<file path="config.mk">
export PLATFORM = sky130hd
export DESIGN_NAME = npc_cell
export DESIGN_NICKNAME = d
export VERILOG_FILES = /design/src/sv/npc_pkg.sv /design/src/sv/npc_cell.sv
export SDC_FILE = /design/constraint.sdc
export NUM_CORES = 1
export LEC_CHECK = 0
export BUFFER_PORTS_ARGS = -buffer_cell sky130_fd_sc_hd__buf_2
export CAP_MARGIN = 5
export CORE_UTILIZATION = 55
export DETAILED_ROUTE_END_ITERATION = 8
export PLACE_DENSITY = 0.76
export SLEW_MARGIN = 20
export SYNTH_ARGS = -nofsm -noshare
export SYNTH_HDL_FRONTEND = slang
export SYNTH_SLANG_ARGS = --single-unit
</file>
<file path="constraint.sdc">
create_clock -name clk -period 7.2 [get_ports clk]
set_clock_uncertainty 0.05 [all_clocks]
set_input_delay 0.72 -clock clk [delete_from_list [all_inputs] [get_ports clk]]
set_output_delay 0.72 -clock clk [all_outputs]
set_load 0.05 [all_outputs]
</file>
<file path="src/sv/npc_pkg.sv">
// Package for the nearest palette colour block: transfer payload types,
// the link carried between chain cells, and fixed widths and codes.
// No dependencies.
package npc_pkg;

	localparam int COMP_W  = 8;
	localparam int ENTRY_W = 6;
	localparam int DIST_W  = 18;
	localparam int SQ_W    = 2 * COMP_W;
	localparam int CHAIN_W = 8;

	localparam logic [DIST_W-1:0] DIST_INIT = '1;

	localparam logic REQ_LOAD  = 1'b0;
	localparam logic REQ_QUERY = 1'b1;

	typedef struct packed {
		logic               req_type;
		logic [ENTRY_W-1:0] entry_index;
		logic [COMP_W-1:0]  red;
		logic [COMP_W-1:0]  green;
		logic [COMP_W-1:0]  blue;
	} req_t;

	typedef struct packed {
		logic [ENTRY_W-1:0] nearest_index;
		logic [DIST_W-1:0]  nearest_distance;
	} rsp_t;

	typedef struct packed {
		logic               vld;
		req_t               item;
		logic [CHAIN_W-1:0] best_idx;
		logic [DIST_W-1:0]  best_d;
	} link_t;

endpackage

</file>
<file path="src/sv/npc_cell.sv">
// One palette cell of the chain: holds one entry, takes loads addressed to it,
// and folds its distance into the running best of each passing query.
// Depends on npc_pkg.
module npc_cell import npc_pkg::*; #(
	parameter int CELL_IDX = 0
) (
	input  logic  clk,
	input  logic  arst_n,
	input  link_t link_in,
	output link_t link_out
);

	logic [COMP_W-1:0] red_q, green_q, blue_q;
	link_t             link_s1;
	logic [SQ_W-1:0]   sq_r_s1, sq_g_s1, sq_b_s1;
	logic [COMP_W-1:0] dr, dg, db;
	logic [DIST_W-1:0] sum_d;
	logic              hit;

	assign hit = link_in.vld && (link_in.item.req_type == REQ_LOAD)
		&& ({2'b00, link_in.item.entry_index} == CHAIN_W'(CELL_IDX));

	always_ff @(posedge clk or negedge arst_n) begin
		if (!arst_n) begin
			red_q   <= '0;
			green_q <= '0;
			blue_q  <= '0;
		end else if (hit) begin
			red_q   <= link_in.item.red;
			green_q <= link_in.item.green;
			blue_q  <= link_in.item.blue;
		end
	end

	always_comb begin
		dr = (link_in.item.red >= red_q) ? link_in.item.red - red_q
			: red_q - link_in.item.red;
		dg = (link_in.item.green >= green_q) ? link_in.item.green - green_q
			: green_q - link_in.item.green;
		db = (link_in.item.blue >= blue_q) ? link_in.item.blue - blue_q
			: blue_q - link_in.item.blue;
	end

	// stage 1: squares
	always_ff @(posedge clk or negedge arst_n) begin
		if (!arst_n) begin
			link_s1 <= '0;
		end else begin
			link_s1 <= link_in;
		end
	end

	always_ff @(posedge clk) begin
		sq_r_s1 <= SQ_W'(dr) * SQ_W'(dr);
		sq_g_s1 <= SQ_W'(dg) * SQ_W'(dg);
		sq_b_s1 <= SQ_W'(db) * SQ_W'(db);
	end

	// stage 2: sum and compare; strict less keeps the lower index on a tie
	assign sum_d = DIST_W'(sq_r_s1) + DIST_W'(sq_g_s1) + DIST_W'(sq_b_s1);

	always_ff @(posedge clk or negedge arst_n) begin
		if (!arst_n) begin
			link_out <= '0;
		end else begin
			link_out.vld  <= link_s1.vld;
			link_out.item <= link_s1.item;
			if (link_s1.item.req_type == REQ_QUERY && sum_d < link_s1.best_d) begin
				link_out.best_idx <= CHAIN_W'(CELL_IDX);
				link_out.best_d   <= sum_d;
			end else begin
				link_out.best_idx <= link_s1.best_idx;
				link_out.best_d   <= link_s1.best_d;
			end
		end
	end

endmodule

</file>
# Word-level counts from Yosys, hierarchy flattened
# Index checks and enable logic that the tools add are counted.
# Widths: inputs -> output; s select.
[totals]
register_bits = 188
inputBits = 60
output_inout_bits = 58
word_cells = 46
[op_classes]
addsub = 8
mul = 3
order_cmp = 4
n_mux = 4
bitwise = 1
n_reduce_logical = 4
[ops]
columns = ["cell", "n"]
rows = [
  ["$mul 8x8->16", 3],
  ["$sub 8x8->8", 6],
  ["$mux 26", 1],
  ["$ge 8x8->1", 3],
  ["$mux 8", 3],
  ["$add 17x16->18", 1],
  ["$lt 18x18->1", 1],
  ["$add 16x16->17", 1],
  ["$logic_not 6->1", 1],
  ["$logic_and 1x1->1", 3],
  ["$not 1->1", 1],
]

# Logic depth before layout (Yosys ltp)
# Gate-level depths: netlist of run 1.
[depth]
word_depth = 5
depth_mapped = 27
ltp_nobuf = 27

# Worst setup path before layout of run 1
# Ideal clock, no wire load.
[synth_path]
kind = "input to register"
from = "input link_in[26] (netlist name)"
to = "register sq_b_s1[12]"
setup_time_ps = 142
arrival_time_ps = 6508
required_time_ps = 7008
slack_ps = 500
path_stages = 24
path_buffers = 0
path_cell_list = "inv_1 -> ha_1 -> inv_1 -> fa_1 -> nand3_1 -> a31oi_1 -> a211oi_4 -> mux2i_1 -> xor2_2 -> or2_1 -> inv_1 -> fa_1 -> fa_1 -> inv_1 -> fa_1 -> fa_1 -> inv_1 -> ha_1 -> inv_1 -> nor2_1 -> o31a_1 -> o22ai_1 -> and4b_1 -> or4b_2"
[synth_between]
elab_chain_len = 3
word_cells_on_any_way = 5
cone_classes = "2 x add/sub; 1 x mul; 1 x order compare; 1 x mux"
[synth_lines]
columns = ["element", "line_no", "text"]
rows = [
  ["start, declared", "npc_cell.sv:9", "input link_t link_in,"],
  ["$sub 8x8->8 (tied with other cells)", "npc_cell.sv:41", ": blue_q - link_in.item.blue;"],
  ["$mux 8 (*)", "npc_cell.sv:40", "db = (link_in.item.blue >= blue_q) ? link_in.item.blue - blue_q"],
  ["$mul 8x8->16 (*)", "npc_cell.sv:56", "sq_b_s1 <= SQ_W'(db) * SQ_W'(db);"],
  ["end signal, assigned", "npc_cell.sv:56", ""],
  ["end, declared", "npc_cell.sv:15", "logic [SQ_W-1:0] sq_r_s1, sq_g_s1, sq_b_s1;"],
]
# Every way passes the cells marked *; elsewhere a longest branch is shown, timed or not.
# A chain may end at the register's enable or synchronous reset.

# Worst setup path after layout of run 1
# Same ends and word-level chain as after synthesis.

==> results.toml, run 1 <==
[status]
status = "complete, no violations"

[synth]
syn_avg_cell_area_um2 = 10.1
synth_flop_cell = "dfrtp_1"
synth_area_mm2 = 0.0133
synth_top_area_cell = "dfrtp_1"
ys_seq_area_frac = 0.331
async_reset_ff_frac = 0.757
ys_seq_elements = 185
yosys_warnings = 0
synth_top_area_frac = 0.263
synth_cell_types = 68
synth-edff-count = 0
synth_area_leaders = "dfrtp_1 26%, ha_1 16%, fa_1 15%, dfxtp_1 6.8%, inv_1 6.2%"
synth_cells = 1316

[global_route]
antenna_found_initial = 1
grt_pass1_vias = 9406
grt_pass1_wl_um = 43300
track_usage = 0.219
grt_max_degree = 72
grt.overflow.total = 0

[final_layout]
most-common-layout-cells = "220 x inv_1, 166 x ha_1, 140 x dfrtp_1"
fillers = 1908
final_cell_area_mm2 = 0.0149
area_growth_pct = 12.2
final_nets = 1763
layout_commonest_cell = "inv_1"
drive_gt1_frac = 0.158

[detailed_routing]
drc = 0
routed_via_density = 5.20
drtIter0Drc = 401
drt-total-wl_um = 24800
avgRoutedWirePerCell_um = 14.0
drtAntennaViolNets = 0
vias = 9216
drt-pass1-iter-count = 5

[floorplanning]
dieHeight_um = 158
die_width_um = 158
num_rows = 56
core_area_mm2 = 0.0236
io_pins = 118
initial_core_util = 0.564
dieArea_mm2 = 0.0248

[setup_path]
critical_path_arrival_ns = 6.88
r2r_cells = 21
cp-end-kind = "flop"
crit_type = "primary input to flop"
cp.required_ns = 7.44
startpoint_type = "primary input"
crit_path_max_fanout = 7

[sta]
whs_ns = 0.216
hold_viol = 0
setup_ws_ns = 0.564
period_share = 0.922
setup_viol = 0
relSlewSlack = 0.379
finalCriticalPeriod_ns = 6.64
maxSlewViolCount = 0
tns_ns = 0
rsz0062_at_grt = "false"
fmax_mhz = 151
worstMarginPinSlew_ns = 0.932

[clock_network]
cts.sinks = 185
cts_buffers = 17
clock_latency_ns = 0.44
htree_levels = 4
post_cts_buffers = 0
cts_resized = 0
root_buffer = "clkbuf_16"
path_clk_slew_ns = 0.08
tritoncts = "done"
cts_buffer_depth = 2
holdBufCountCts = 0

[placed_design]
dpl_cell_area_mm2 = 0.0143
dp_slack_ns = 0.165
io_buffers = 117
place_congestion = 0.915
dp_hpwl_um = 19500

[hold_path]
hold_class = "primary input to async pin"

[flow_run]
drv_cap = 0
[state kept, by name, indices dropped and copies added (netlist names)]
| signal | cells |
|---|---|
| link_out | 58 |
| link_s1 | 58 |
| sq_b_s1 | 15 |
| sq_g_s1 | 15 |
| sq_r_s1 | 15 |
| blue_q | 8 |
| green_q | 8 |
| red_q | 8 |
[cell usage after synthesis, types with 5 or more instances]
master and number:
nand4_1 10, a31oi_1 8, dfrtp_1 140, xor2_1 18, mux2_2 18, dfxtp_1 45
nand3_1 13, clkbuf_1 15, nand3b_1 5, o21a_1 6, or2_2 17, inv_1 220
xnor2_1 41, nor3_1 16, fa_1 97, nand2b_1 8, a21o_1 28, and2_1 12
a21oi_1 64, nor2_1 110, a311oi_1 5, ha_1 166, buf_2 12, a211oi_1 10
xnor2_2 6, o211ai_1 6, mux2i_1 19, nand2_1 51, o21bai_1 10, nor2b_1 9
o21ai_0 61
[through the flow]
stage,instances,utilization
2_1_floorplan,1317,-
3_3_place_gp,1740,0.606
3_5_place_dp,1740,0.606
4_1_cts,1772,0.633
5_1_grt,1773,0.633
6_report,1773,0.633
[worst paths after layout]
kind                             start           end  slack, ns
hold / removal                  arst_n  link_out[52]       0.22
hold reg to reg            link_s1[42]  link_out[42]       0.30
setup / recovery           link_in[26]   sq_b_s1[12]       0.56
max in group asynchronous       arst_n    green_q[1]       5.58
min in group clk           link_s1[42]  link_out[42]       0.30
setup reg to reg             blue_q[5]   sq_b_s1[12]       0.68
[critical path: stages]
cell      delay, ns
buf_2          0.13
inv_1          0.08
ha_1           0.16
inv_1          0.05
fa_1           0.38
nand3_1        0.09
a31oi_1        0.13
a211oi_4       0.27
buf_4          0.22
mux2i_1        0.23
xor2_1         0.46
nor2_1         0.15
fa_1           0.48
fa_1           0.54
inv_1          0.05
fa_1           0.50
fa_1           0.54
inv_1          0.04
ha_1           0.31
inv_1          0.10
nor2_1         0.06
o31a_1         0.11
o22ai_1        0.32
nor4b_1        0.09
or4b_2         0.67
[area by class of cell]
cell class              count  area, um2  share of cell area
flip-flops and latches    185       4400               0.295
multi-input cells         881       7950               0.532
clock buffers              17        425              0.0285
clock inverters            15        213              0.0142
repair buffers            133        712              0.0476
inverters                 222        833              0.0558
diodes                      1       2.50            0.000167
well taps                 319        399              0.0267
[per-layer routing]
layer,wire [um],share of wire,track usage,vias up
met2,12000,0.48,0.375,220
met5,0,0,0,-
met1,11500,0.46,0.288,4410
met3,1040,0.042,0.0397,26
li1,-,-,-,4560
met4,350,0.014,0.0495,0
[kinds of logic after synthesis]
kind of cell               synth area share
AOI/OAI and AO/OA                     0.111
xor gates and xnor gates             0.0539
adders and majority gates             0.302
buffers and inverters                0.0727
DFF                                   0.331
muxes                                0.0306
other                              0.000564
and+or+nand+nor                      0.0989
Power of run 1 is not shown: default switching activity piles up to over one toggle a cycle in this logic, so the estimate is an artifact.
==> inputs of run 2 (changes only) <==
--- a/config.mk
+++ b/config.mk
@@ -7,9 +7,9 @@
 export LEC_CHECK = 0
 export BUFFER_PORTS_ARGS = -buffer_cell sky130_fd_sc_hd__buf_2
 export CAP_MARGIN = 5
-export CORE_UTILIZATION = 55
+export CORE_UTILIZATION = 45
 export DETAILED_ROUTE_END_ITERATION = 8
-export PLACE_DENSITY = 0.76
+export PLACE_DENSITY = 0.64
 export SLEW_MARGIN = 20
 export SYNTH_ARGS = -nofsm -noshare
 export SYNTH_HDL_FRONTEND = slang
==> run 2 against run 1 <==
Die area is 22% higher. Utilization down 11 points. Final area grew 0.46%. Setup slack worse by 0.011 ns. Worst hold slack worse by 0.0053 ns. Non-clock buffer count grew 6. Via count shrank 2.6%. Sequential share of layout area down 0.14 points. First-iteration DRC count fell by 13%. Register-to-register slack lost 0.05 ns. Critical path depth unchanged. Routed wire length decreased by 1.6%. Critical endpoint unchanged. Largest cell class unchanged.
==> results.toml, run 2 (synthesis gave the netlist of run 1 again) <==
[status]
status = "complete, no violations"

[placed_design]
dpl_cell_area_mm2 = 0.0144
place_congestion = 0.857
dp_hpwl_um = 19600
io_buffers = 117

[global_route]
grtUsageMet1 = 0.238
busiest_layer = "met2"
grt.overflow.total = 0
antenna_found_initial = 0
track_usage = 0.175
grt_pass1_vias = 9052
grt_max_degree = 74
use_met2 = 0.278
grt_pass1_wl_um = 42800
grt_use_met3 = 0.0322

[sta]
rsz0062_at_grt = "false"
tns_ns = 0
fmax_mhz = 150
period_share = 0.923
worstMarginPinSlew_ns = 0.992
finalCriticalPeriod_ns = 6.65
relSlewSlack = 0.338
maxSlewViolCount = 0
setup_viol = 0
hold_viol = 0

[floorplanning]
dieArea_mm2 = 0.0303
io_pins = 118
dieHeight_um = 174
core_area_mm2 = 0.0289
initial_core_util = 0.460
die_width_um = 174
num_rows = 62

[final_layout]
area_growth_pct = 12.7
final_nets = 1769
drive_gt1_frac = 0.160
antenna_cells = 0
layout_commonest_cell = "inv_1"
final_cell_area_mm2 = 0.0150
largest_registers = "link_out x58, link_s1 x58"
most-common-layout-cells = "220 x inv_1, 166 x ha_1, 140 x dfrtp_1"

[clock_network]
holdBufCountCts = 0
post_cts_buffers = 0
root_buffer = "clkbuf_16"
htree_levels = 4
cts_buffers = 17
path_clk_slew_ns = 0.07
cts_buffer_depth = 2
tritoncts = "done"
clock_latency_ns = 0.46
cts_resized = 0
cts.sinks = 185

[setup_path]
r2r_cells = 23
cp.required_ns = 7.48
crit_path_max_fanout = 7
cp-end-kind = "flop"
crit_type = "primary input to flop"
timing.rr.end = "sq_b_s1[12]"
ff2ff_setup_slack_ns = 0.63
startpoint_type = "primary input"
r2r_start = "blue_q[0]"
critical_path_arrival_ns = 6.93
cpPeakStageDelay_ns = 0.66
slowest_stage = "or4b_2"

[detailed_routing]
drt-total-wl_um = 24400
vias = 8972
avgRoutedWirePerCell_um = 13.3
drt-pass1-iter-count = 5
drtAntennaViolNets = 0
routed_via_density = 4.87
drc = 0
drtIter0Drc = 348

[flow_run]
drv_cap = 0

[hold_path]
hold_class = "primary input to async pin"
[run 2: how the worst max path moves through the flow]
stage | end | cells after the start | startpoint
final | sq_b_s1[12] | 25 | link_in[26]
after global routing | sq_b_s1[12] | 25 | link_in[26]
after CTS | sq_b_s1[12] | 25 | link_in[26]
after detailed placement | sq_b_s1[12] | 25 | link_in[26]
after global placement | sq_b_s1[12] | 24 | link_in[26]
after floorplan | sq_b_s1[12] | 24 | link_in[26]
[run 2: metrics by stage]
step                      hold slack, ns  instances  setup WS (ns)  utilization
after global routing               0.262       1843          0.192        0.519
after global placement             0.282       1811          0.319        0.499
after floorplan                    0.281       1317          0.500            -
after CTS                          0.216       1843          0.586        0.519
after detailed placement           0.287       1811         0.0916        0.499
final                              0.210       1843          0.553        0.519
[run 2: metal layers]
layer	share of wire	wire length [um]
met2	0.44	10900
met3	0.039	961
met5	0	0
met4	0.020	497
met1	0.50	12100
[run 2: critical path, delay by kind of cell]
kind	cells	cell delay, ns
buffers and inverters	7	0.64
AO/OA/AOI/OAI	4	0.84
AND/OR/NAND/NOR	5	1.08
multiplexers	1	0.20
adder cells (fa/ha/maj)	7	2.94
XOR/XNOR	1	0.49
[run 2: layout make-up]
| class | count | area [um2] |
|---|---|---|
| timing repair buffer | 139 | 757 |
| tap | 384 | 480 |
| clock buffer | 18 | 429 |
| clock inverter | 14 | 154 |
| fill | 2597 | 13900 |
| sequential | 185 | 4400 |
| multi-input combinational | 881 | 7950 |
| inverter | 222 | 833 |
Power of run 2 is left out for the same reason.
